[src/rtd_pkg.sv]
// Shared types, widths and helpers for the integer to radix digit converter.
// No dependencies; used by rtd_div and integer_to_radix_digits_unit.
package rtd_pkg;

   localparam int VALUE_BITS  = 64;
   localparam int BITCNT_W    = $clog2(VALUE_BITS);
   localparam int DIGIT_W     = 6;
   localparam int CHAR_W      = 7;
   localparam int MAX_CHARS   = 64;
   localparam int ADDR_W      = $clog2(MAX_CHARS);
   localparam int COUNT_W     = ADDR_W + 1;
   localparam int RADIX_W     = 6;
   localparam int PAD_W       = 7;

   localparam logic [RADIX_W-1:0] RADIX_MIN   = RADIX_W'(2);
   localparam logic [RADIX_W-1:0] RADIX_MAX   = RADIX_W'(36);
   localparam logic [RADIX_W-1:0] RADIX_RESET = RADIX_W'(10);
   localparam logic [PAD_W-1:0]   PAD_MAX     = PAD_W'(MAX_CHARS);
   localparam logic [CHAR_W-1:0]  CHAR_ZERO   = CHAR_W'(8'h30);
   localparam logic [CHAR_W-1:0]  CHAR_A      = CHAR_W'(8'h41);

   localparam logic CSR_RADIX      = 1'b0;
   localparam logic CSR_MIN_DIGITS = 1'b1;

   typedef struct packed {
      logic done;
      logic quot_nonzero;
   } div_status_type;

   function automatic logic [CHAR_W-1:0] digit_to_char(input logic [DIGIT_W-1:0] d);
      logic [CHAR_W-1:0] c;
      if (d < DIGIT_W'(10)) begin
         c = CHAR_ZERO + CHAR_W'(d);
      end else begin
         c = CHAR_A + CHAR_W'(d - DIGIT_W'(10));
      end
      return c;
   endfunction

endpackage

[src/rtd_ram.sv]
// Generic single-write, single-read RAM with registered read data.
// No dependencies.
module rtd_ram #(
   parameter int WIDTH = 8,
   parameter int DEPTH = 64
) (
   input  logic                     clock,
   input  logic                     wr_en,
   input  logic [$clog2(DEPTH)-1:0] wr_addr,
   input  logic [WIDTH-1:0]         wr_data,
   input  logic [$clog2(DEPTH)-1:0] rd_addr,
   output logic [WIDTH-1:0]         rd_data
);

   logic [WIDTH-1:0] mem_ff [DEPTH];
   logic [WIDTH-1:0] rd_data_ff;

   always_ff @(posedge clock) begin
      if (wr_en) begin
         mem_ff[wr_addr] <= wr_data;
      end
      rd_data_ff <= mem_ff[rd_addr];
   end

   assign rd_data = rd_data_ff;

endmodule

[src/rtd_div.sv]
// Bit-serial restoring divider: one quotient bit per cycle, remainder is one digit.
// Depends on rtd_pkg.
module rtd_div (
   input  logic                                clock,
   input  logic                                reset,
   input  logic                                start,
   input  logic [rtd_pkg::VALUE_BITS-1:0]      dividend,
   input  logic [rtd_pkg::RADIX_W-1:0]         radix,
   output rtd_pkg::div_status_type             status,
   output logic [rtd_pkg::VALUE_BITS-1:0]      quotient,
   output logic [rtd_pkg::DIGIT_W-1:0]         digit
);

   logic                               busy_ff, busy_in;
   logic                               done_ff, done_in;
   logic                               nz_ff, nz_in;
   logic [rtd_pkg::BITCNT_W-1:0]       bitcnt_ff, bitcnt_in;
   logic [rtd_pkg::VALUE_BITS-1:0]     num_ff, num_in;
   logic [rtd_pkg::DIGIT_W-1:0]        rem_ff, rem_in;
   logic [rtd_pkg::DIGIT_W:0]          rem_sh;
   logic                               ge;

   always_comb begin
      rem_sh    = {rem_ff, num_ff[rtd_pkg::VALUE_BITS-1]};
      ge        = rem_sh >= {1'b0, radix};
      busy_in   = busy_ff;
      done_in   = 1'b0;
      nz_in     = nz_ff;
      bitcnt_in = bitcnt_ff;
      num_in    = num_ff;
      rem_in    = rem_ff;
      if (start) begin
         busy_in   = 1'b1;
         nz_in     = 1'b0;
         bitcnt_in = rtd_pkg::BITCNT_W'(rtd_pkg::VALUE_BITS - 1);
         num_in    = dividend;
         rem_in    = '0;
      end else if (busy_ff) begin
         rem_in    = ge ? rtd_pkg::DIGIT_W'(rem_sh - {1'b0, radix})
                        : rtd_pkg::DIGIT_W'(rem_sh);
         num_in    = {num_ff[rtd_pkg::VALUE_BITS-2:0], ge};
         nz_in     = nz_ff | ge;
         bitcnt_in = bitcnt_ff - rtd_pkg::BITCNT_W'(1);
         if (bitcnt_ff == '0) begin
            busy_in = 1'b0;
            done_in = 1'b1;
         end
      end
   end

   always_ff @(posedge clock) begin
      if (reset) begin
         busy_ff <= 1'b0;
         done_ff <= 1'b0;
      end else begin
         busy_ff <= busy_in;
         done_ff <= done_in;
      end
      nz_ff     <= nz_in;
      bitcnt_ff <= bitcnt_in;
      num_ff    <= num_in;
      rem_ff    <= rem_in;
   end

   assign status.done         = done_ff;
   assign status.quot_nonzero = nz_ff;
   assign quotient            = num_ff;
   assign digit               = rem_ff;

endmodule

[src/integer_to_radix_digits_unit.sv]
// Top level of the integer to radix digit converter: sequencer, digit store, result beat.
// Depends on rtd_pkg, rtd_div and rtd_ram.
//
// Converts one 64-bit unsigned value per request beat into ASCII digits in base 2..36,
// most significant first, one character per response beat, left-padded with '0' to
// min_digits (capped at 64); a negative request gives one error beat. One value at a time:
// each digit comes from a run of the bit-serial divider and is written to the digit store,
// then each character is fetched from the digit store (S_FETCH, S_LOAD) and sent as one
// response beat (S_SEND), which waits while the response side stalls. The request side
// is ready only while the unit is idle.
module integer_to_radix_digits_unit (
   input  logic        clock,
   input  logic        reset,
   input  logic        req_tvalid,
   output logic        req_tready,
   input  logic [63:0] req_tdata,   // [63:0] value
   input  logic        req_tuser,   // [0] is_negative
   output logic        rsp_tvalid,
   input  logic        rsp_tready,
   output logic [7:0]  rsp_tdata,   // [6:0] digit_char, [7] zero
   output logic        rsp_tlast,
   output logic        rsp_tuser,   // [0] error
   input  logic        csr_wr_en,
   input  logic        csr_index,
   input  logic [6:0]  csr_wr_data
);

   typedef enum logic [4:0] {
      S_IDLE  = 5'b00001,
      S_DIV   = 5'b00010,
      S_FETCH = 5'b00100,
      S_LOAD  = 5'b01000,
      S_SEND  = 5'b10000
   } state_type;

   state_type                            state_ff, state_in;
   logic [rtd_pkg::RADIX_W-1:0]          radix_ff, radix_in;
   logic [rtd_pkg::PAD_W-1:0]            min_ff, min_in;
   logic [rtd_pkg::RADIX_W-1:0]          base_ff, base_in;
   logic [rtd_pkg::PAD_W-1:0]            pad_ff, pad_in;
   logic [rtd_pkg::COUNT_W-1:0]          count_ff, count_in;
   logic [rtd_pkg::COUNT_W-1:0]          idx_ff, idx_in;
   logic                                 rvalid_ff, rvalid_in;
   logic [rtd_pkg::CHAR_W-1:0]           rchar_ff, rchar_in;
   logic                                 rlast_ff, rlast_in;
   logic                                 rerr_ff, rerr_in;

   logic                                 req_beat, rsp_beat;
   logic                                 div_start;
   logic [rtd_pkg::VALUE_BITS-1:0]       div_dividend;
   rtd_pkg::div_status_type              div_stat;
   logic [rtd_pkg::VALUE_BITS-1:0]       div_quot;
   logic [rtd_pkg::DIGIT_W-1:0]          div_digit;
   logic [rtd_pkg::DIGIT_W-1:0]          ram_rd;
   logic [rtd_pkg::COUNT_W-1:0]          cnt_next;
   logic [rtd_pkg::COUNT_W-1:0]          total;

   assign req_tready = state_ff == S_IDLE;
   assign req_beat   = req_tvalid & req_tready;
   assign rsp_beat   = rsp_tvalid & rsp_tready;
   assign cnt_next   = count_ff + rtd_pkg::COUNT_W'(1);

   always_comb begin
      radix_in = radix_ff;
      min_in   = min_ff;
      if (csr_wr_en) begin
         unique case (csr_index)
            rtd_pkg::CSR_RADIX:      radix_in = csr_wr_data[rtd_pkg::RADIX_W-1:0];
            rtd_pkg::CSR_MIN_DIGITS: min_in   = csr_wr_data;
            default: ;
         endcase
      end
   end

   always_comb begin
      state_in     = state_ff;
      base_in      = base_ff;
      pad_in       = pad_ff;
      count_in     = count_ff;
      idx_in       = idx_ff;
      rvalid_in    = rvalid_ff;
      rchar_in     = rchar_ff;
      rlast_in     = rlast_ff;
      rerr_in      = rerr_ff;
      div_start    = 1'b0;
      div_dividend = div_quot;
      total        = (cnt_next > rtd_pkg::COUNT_W'(pad_ff)) ? cnt_next
                                                          : rtd_pkg::COUNT_W'(pad_ff);
      unique case (state_ff)
         S_IDLE: begin
            div_dividend = req_tdata[rtd_pkg::VALUE_BITS-1:0];
            if (req_beat) begin
               if (req_tuser) begin
                  rvalid_in = 1'b1;
                  rchar_in  = '0;
                  rlast_in  = 1'b1;
                  rerr_in   = 1'b1;
                  state_in  = S_SEND;
               end else begin
                  if (radix_ff < rtd_pkg::RADIX_MIN) begin
                     base_in = rtd_pkg::RADIX_MIN;
                  end else if (radix_ff > rtd_pkg::RADIX_MAX) begin
                     base_in = rtd_pkg::RADIX_MAX;
                  end else begin
                     base_in = radix_ff;
                  end
                  pad_in    = (min_ff > rtd_pkg::PAD_MAX) ? rtd_pkg::PAD_MAX : min_ff;
                  count_in  = '0;
                  div_start = 1'b1;
                  state_in  = S_DIV;
               end
            end
         end
         S_DIV: begin
            if (div_stat.done) begin
               count_in = cnt_next;
               if (div_stat.quot_nonzero &&
                   cnt_next != rtd_pkg::COUNT_W'(rtd_pkg::MAX_CHARS)) begin
                  div_start = 1'b1;
               end else begin
                  idx_in   = total - rtd_pkg::COUNT_W'(1);
                  state_in = S_FETCH;
               end
            end
         end
         S_FETCH: begin
            state_in = S_LOAD;
         end
         S_LOAD: begin
            rvalid_in = 1'b1;
            rchar_in  = (idx_ff < count_ff) ? rtd_pkg::digit_to_char(ram_rd)
                                            : rtd_pkg::CHAR_ZERO;
            rlast_in  = idx_ff == '0;
            rerr_in   = 1'b0;
            state_in  = S_SEND;
         end
         S_SEND: begin
            if (rsp_beat) begin
               rvalid_in = 1'b0;
               idx_in    = idx_ff - rtd_pkg::COUNT_W'(1);
               state_in  = rlast_ff ? S_IDLE : S_FETCH;
            end
         end
         default: begin
            state_in = S_IDLE;
         end
      endcase
   end

   always_ff @(posedge clock) begin
      if (reset) begin
         state_ff  <= S_IDLE;
         radix_ff  <= rtd_pkg::RADIX_RESET;
         min_ff    <= '0;
         rvalid_ff <= 1'b0;
      end else begin
         state_ff  <= state_in;
         radix_ff  <= radix_in;
         min_ff    <= min_in;
         rvalid_ff <= rvalid_in;
      end
      base_ff  <= base_in;
      pad_ff   <= pad_in;
      count_ff <= count_in;
      idx_ff   <= idx_in;
      rchar_ff <= rchar_in;
      rlast_ff <= rlast_in;
      rerr_ff  <= rerr_in;
   end

   rtd_div u_div (
      .clock    (clock),
      .reset    (reset),
      .start    (div_start),
      .dividend (div_dividend),
      .radix    (base_ff),
      .status   (div_stat),
      .quotient (div_quot),
      .digit    (div_digit)
   );

   rtd_ram #(
      .WIDTH (rtd_pkg::DIGIT_W),
      .DEPTH (rtd_pkg::MAX_CHARS)
   ) u_digits (
      .clock   (clock),
      .wr_en   (state_ff == S_DIV && div_stat.done),
      .wr_addr (count_ff[rtd_pkg::ADDR_W-1:0]),
      .wr_data (div_digit),
      .rd_addr (idx_ff[rtd_pkg::ADDR_W-1:0]),
      .rd_data (ram_rd)
   );

   assign rsp_tvalid = rvalid_ff;
   assign rsp_tdata  = {1'b0, rchar_ff};
   assign rsp_tlast  = rlast_ff;
   assign rsp_tuser  = rerr_ff;

endmodule

[config.mk]
export PLATFORM = sky130hd
export DESIGN_NAME = integer_to_radix_digits_unit
export DESIGN_NICKNAME = d
export VERILOG_FILES = /design/src/rtd_pkg.sv /design/src/rtd_ram.sv /design/src/rtd_div.sv /design/src/integer_to_radix_digits_unit.sv
export SDC_FILE = /design/constraint.sdc
export NUM_CORES = 1
export LEC_CHECK = 0
export BUFFER_PORTS_ARGS = -buffer_cell sky130_fd_sc_hd__buf_2
export CAP_MARGIN = 20
export CORE_UTILIZATION = 39
export CTS_BUF_LIST = sky130_fd_sc_hd__clkbuf_2 sky130_fd_sc_hd__clkbuf_4 sky130_fd_sc_hd__clkbuf_8
export DETAILED_ROUTE_END_ITERATION = 8
export HOLD_SLACK_MARGIN = 0.12
export PLACE_DENSITY_LB_ADDON = 0.15
export RECOVER_POWER = 50
export SYNTH_ARGS = -nofsm -noshare
export SYNTH_HDL_FRONTEND = slang
export SYNTH_SLANG_ARGS = --single-unit
[constraint.sdc]
create_clock -name clock -period 8.1 [get_ports clock]
set_input_delay 1.215 -clock clock [delete_from_list [all_inputs] [get_ports clock]]
set_output_delay 1.215 -clock clock [all_outputs]
set_load 0.03 [all_outputs]
After elaboration in Yosys (flattened, before gate mapping)
Memory sizes are Yosys's and may differ from the RTL's. A register that Yosys moved wholly into a read port is not among the register bits.
Cells that the tools add are included.
{ "totals": {"output_inout_bits": 12, "reg_bits": 134, "elab_cells": 116, "ramBits": 384, "memories": 1, "input_bits": 78} }
{ "classes": {"n_eq_ne": 13, "mux": 43, "n_addsub": 8, "n_lt_le_gt_ge": 7, "reduce_logical": 20, "bitwise": 6} }
{ "memory_table": {"columns": ["name", "words", "word_bits", "read_ports", "rd_clocked_by_memory_dff", "write_ports", "line_no", "source"], "rows": [
  ["u_digits.mem_ff", 64, 6, 1, 1, 1, "rtd_ram.sv:15", "logic [WIDTH-1:0] mem_ff [DEPTH];"]
]} }
{ "op_table": {"columns": ["op", "count"], "rows": [
  ["64-bit two-way mux", 3],
  ["7-bit two-way mux", 11],
  ["7-bit one-hot mux with 2 select lines", 3],
  ["5-bit two-way mux", 5],
  ["5-bit one-hot mux with 5 select lines", 1],
  ["4-bit AND reduction", 4],
  ["7-bit by 1-bit subtractor with 7-bit output, second input constant", 2],
  ["1-bit two-way mux", 13],
  ["6-bit two-way mux", 2],
  ["2-bit != test, second input constant", 4],
  ["2-bit nonzero test", 4],
  ["6-bit by 6-bit adder with 7-bit output, first input constant", 1],
  ["7-bit by 1-bit adder with 7-bit output, second input constant", 1],
  ["7-bit adder, first input constant", 1],
  ["7-bit by 6-bit greater-or-equal comparator with 1-bit output", 1],
  ["7-bit > comparator", 1],
  ["7-bit > comparator, second input constant", 1],
  ["7-bit logical NOT", 1],
  ["7-bit < comparator", 1],
  ["7-bit != test, second input constant", 1],
  ["6-bit by 4-bit subtractor with 7-bit output, second input constant", 1],
  ["6-bit > comparator, second input constant", 1],
  ["6-bit logical NOT", 1],
  ["6-bit by 2-bit < comparator with 1-bit output, second input constant", 1],
  ["21 further kinds", 32]
]} }

Longest topological paths before layout
{ "depth": {"depth_word": 8, "mapped_depth": 16, "mapped_depth_nobuf": 15} }

By module
From an unflattened synthesis, not the netlist that was laid out.
{ "unflattened": {"cells_unflattened": 1487, "area_unflattened_um2": 22663.0} }
{ "by_module_without_submodules": {"columns": ["mod", "area_per_inst_um2", "instances", "cells_each"], "rows": [
  ["rtd_ram", 15225.9, 1, 720],
  ["integer_to_radix_digits_unit", 3778.6, 1, 512],
  ["rtd_div", 3658.5, 1, 255]
]} }

Worst setup path before layout
Ideal clock, no wire load.
{ "synth_timing": {"kind": "input -> register", "startpoint": "input port req_tuser", "endpoint": "register u_div.num_ff (netlist bit u_div.quotient[0]) (enable)", "arrival_ns": 3.055, "setup_slack_ns": 4.355, "required_ns": 7.410, "cell_stages": 6, "setup_time_ns": 0.690, "cell_sequence": "nor2_1 > nand2_1 > inv_1 > nor2_2 > nand2_1 > nand2_1"} }
{ "synth_via": {"elab_chain_cells": 5, "word_cells_on_any_way": 6} }
{ "synth_rtl": {"columns": ["element", "line_no", "source"], "rows": [
  ["from (decl)", "integer_to_radix_digits_unit.sv:17", "input logic req_tuser,"],
  ["1-bit two-way mux *", "integer_to_radix_digits_unit.sv:93", "if (req_tuser) begin"],
  ["1-bit two-way mux *", "integer_to_radix_digits_unit.sv:92", "if (req_beat) begin"],
  ["1-bit one-hot mux with 2 select lines *", "integer_to_radix_digits_unit.sv:89", "unique case (state_ff)"],
  ["2-bit != test (no line) or 2-bit nonzero test (tied branches)", null, null],
  ["2-bit AND reduction (no line) *", null, null],
  ["to (signal assigned)", "rtd_div.sv:61", "num_ff <= num_in;"],
  ["to (decl)", "rtd_div.sv:18", "logic [rtd_pkg::VALUE_BITS-1:0] num_ff, num_in;"]
]} }
Mark *: on every way between the ends. The rest lies on a longest branch, timed or not.
A chain may end at the register's enable or synchronous reset.

Worst setup path after layout
{ "layout_timing": {"startpoint": "register u_div.rem_ff (netlist bit u_div.digit[0])", "endpoint": "register u_div.rem_ff (netlist bit u_div.digit[3])"} }
{ "layout_via": {"elab_chain_cells": 2, "word_cells_on_any_way": 3} }
{ "layout_rtl": {"columns": ["element", "line_no", "source"], "rows": [
  ["from (decl)", "rtd_div.sv:19", "logic [rtd_pkg::DIGIT_W-1:0] rem_ff, rem_in;"],
  ["from (signal assigned)", "rtd_div.sv:62", "rem_ff <= rem_in;"],
  ["6-bit subtractor or 7-bit by 6-bit greater-or-equal comparator with 1-bit output (tied branches)", "rtd_div.sv:39, rtd_div.sv:25", null],
  ["6-bit two-way mux *", "rtd_div.sv:39", "rem_in = ge ? rtd_pkg::DIGIT_W'(rem_sh - {1'b0, radix})"]
]} }
Marks and branches as above.

==> impl_metrics.tcl <==
set metrics [dict create \
    max_cap_violations 6 \
    clockBufferDepth 3 \
    die_w_um 237.6 \
    min-delay-start "min_ff[5]$_SDFFE_PP0P_" \
    crit_chain "clkbuf_1 > ha_1 > nor2b_1 > o21ai_0 > a21boi_0 > o31ai_1 > nand2_1 > o21ai_0 > o21ai_0 > a211oi_1" \
    root_buffer "clkbuf_8" \
    routed_wl_um 49210 \
    max_freq_mhz 202.0 \
    crit_required_ns 8.67 \
    die_h_um 237.6 \
    syn_area_per_cell_um2 15.79 \
    relSlewSlack_pct -113.5 \
    final_cell_mix "edfxtp_1 (484), nand2_1 (257), mux4_2 (109), nor2_1 (103), clkbuf_8 (95)" \
    port_buffers 88 \
    antenna_left 0 \
    critPathKind "reg2reg" \
    start_kind "register" \
    run_status "complete, but fails checks" \
    htree_num_levels 3 \
    grt_max_degree 81 \
    clk-insertion-delay-late_ns 0.67 \
    busiest_layer "met2" \
    gr-usage-all-layers_pct 17.83 \
    ir_worst_vdd_mv 0.1461 \
    firstDrtPassIters 7 \
    setup_viol 0 \
    place.gp.congestion 0.8064 \
    crit_start "u_div.digit[0]$_SDFFE_PP0P_" \
    core_um2 54350 \
    postCtsSetupBuffers 0 \
    power.density_nw_per_um2 269.5 \
    r2r_cells 10 \
    grt-ovfl-total 0 \
    p_leak_uw 0.008549 \
    worstMarginPinSlew_ns 3.202 \
    drive_above_1_share_pct 21.88 \
    ys.flop_type "edfxtp_1" \
    vias 11827 \
    wl_per_cell_um 21.36 \
    hold_buffers 0 \
    drc 0 \
    grt_pass1_vias 12258 \
    dieArea_um2 56440 \
    drtIter0Drc 751 \
    via_per_inst 5.133 \
    cp_top_family "buffers and inverters" \
    violations "max-capacitance violations, max-slew violations" \
    groute.layer.met1.usage_pct 25.44 \
    ff2ff_setup_slack_ns 3.15 \
    worst_path_largest_cell_delay_ns 2.22 \
    row_count 85 \
    switching_share_pct 26.05 \
    ys_seq_area_share_pct 70.85 \
    critPathCaptureType "register" \
    synth_top_area_cell "edfxtp_1" \
    io_pins 90 \
    slowest_stage "clkbuf_1" \
    combPwrFrac_pct 12.6 \
    initial_core_util_pct 39.83 \
    p_seq_share_pct 52.6 \
    rsz0062_at_grt "false" \
    synthArstFlopShare_pct 0 \
    path_common_cell "o21ai_0" \
    path_max_fanout 68 \
    met2_usage_pct 27.52 \
    critical_path.endpoint "u_div.digit[3]$_SDFFE_PP0P_" \
    intPower_uw 4891 \
    syn_nets 1477 \
    final_max_slew_viol_count 405 \
    yosysUniqueCellTypes 57 \
    place_hpwl_um 30190 \
    final_nets 1611 \
    p_clk_share_pct 34.8 \
    synth_edf_count 484 \
    synth_warnings 0 \
    syn_area_um2 21640 \
    cp.depth 10 \
    critical_path_arrival_ns 5.52 \
    antenna_found_initial 2 \
    grt_pass1_wl_um 74640 \
    finalClockSkew_ns 0.03058 \
    fin_crit_sh_pct 61.12 \
    cts-buffers-inserted 89 \
    p_sw_uw 1722 \
    cts_tree "built" \
    cts.sinks 524 \
    synth.top_cell.area_share_pct 67.15 \
    area_growth_syn_to_layout_pct 13.37 \
    min_path_type "reg2reg" \
    setup_tns_ns 0 \
    hold_viol 0 \
    reg2reg_from "u_div.digit[0]$_SDFFE_PP0P_" \
    cts.repair.resized 0 \
    reg2reg_to "u_div.digit[3]$_SDFFE_PP0P_" \
    path_clk_slew_ns 0.06 \
    fin_ws_ns 3.149 \
    grtUsageMet3_pct 3.414 \
    pre_cts_slack_ns 4.003 \
    ys_ff_latch 524 \
    synth_cells 1371 \
    mostFrequentLayoutCell "edfxtp_1" \
    yosys-top-cells-area "edfxtp_1 (67%), mux4_2 (11%), nand2_1 (4.5%)" \
    fin_crit_ns 4.951 \
    crit_buf_inv 1 \
]
## cells by family after synthesis
family | after synthesis | share of synthesized area, %
AOI/OAI and AO/OA | 111 | 3.122
xor gates and xnor gates | 24 | 0.9712
adders and majority gates | 29 | 1.700
buffers and inverters | 99 | 2.029
DFF | 524 | 70.85
muxes | 135 | 12.56
other | 1 | 0.01733
and+or+nand+nor | 448 | 8.758
## how the worst min path moves through the flow
stage	slack (ns)	cells past startpoint	end
floorplan	0.43	2	min_ff[0]$_SDFFE_PP0P_
global placement	0.44	2	min_ff[5]$_SDFFE_PP0P_
detailed placement	0.44	2	min_ff[5]$_SDFFE_PP0P_
CTS	0.45	2	min_ff[5]$_SDFFE_PP0P_
global route	0.48	2	min_ff[2]$_SDFFE_PP0P_
finish	0.45	2	min_ff[5]$_SDFFE_PP0P_
## cells in the mapped netlist (9+ instances only)
cell type  count
nand3_1       26
nand2_1      258
edfxtp_1     484
dfxtp_1       40
inv_1         35
clkbuf_1      29
mux4_2       109
nand2b_1       9
xnor2_1       15
a21oi_1       42
mux2i_1       24
nor2_1       103
nor2b_1       13
buf_2         21
ha_1          27
xor2_1         9
o21ai_0       28
## per-stage QoR
step	hold slack (ns)	std cells	power, uW	cell area [um2]	utilization (%)
2_1_floorplan	0.4318	1371	4024	21640	-
3_3_place_gp	0.4448	2151	4335	22860	42.07
3_5_place_dp	0.4428	2152	4363	22890	42.12
4_1_cts	0.4504	2301	6679	24580	45.24
5_1_grt	0.4795	2304	6925	24540	45.15
6_report	0.4498	2304	6613	24540	45.15
## layout make-up
type	count	area (um2)
Clock inverter	26	178.9
Clock buffer	123	1518
Inverter	37	138.9
Timing Repair Buffer	105	560.5
Sequential cell	524	15340
Multi-Input combinational cell	748	5876
Tap cell	739	924.6
Antenna cell	2	5.005
Fill cell	4829	29810
## state kept, by name, summed over array words and instances, names as in the netlist
signal	count
idx_ff	7
u_div.busy_ff	1
rsp_tvalid	1
rsp_tuser	1
u_digits.rd_data	6
min_ff	7
base_ff	6
u_digits.mem_ff	384
u_div.digit	6
u_div.nz_ff	1
count_ff	7
pad_ff	7
u_div.quotient	64
rchar_ff	7
u_div.bitcnt_ff	6
state_ff	5
u_div.done_ff	1
rsp_tlast	1
radix_ff	6
## worst min-delay path: stages, from the launching register on
cell and delay (ns):
dfxtp_1 0.30, nand2_1 0.05, a21oi_1 0.05
## routing by layer
layer / routed length, um / up-vias / part of all wire (%)
met1: 22680 / 6017 / 46
met2: 23060 / 280 / 47
met5: 0 / - / 0
li1: - / 5457 / -
met3: 2418 / 73 / 4.9
met4: 1055 / 0 / 2.1
## power groups by stage
stage | registers, uW | clock network (uW) | logic [uW]
3_3_place_gp | 3490 | 0 | 844
6_report | 3480 | 2300 | 835
4_1_cts | 3440 | 2370 | 872
2_1_floorplan | 3610 | 0 | 417
5_1_grt | 3500 | 2480 | 945
3_5_place_dp | 3490 | 0 | 871
(Power assumes the default switching activity.)
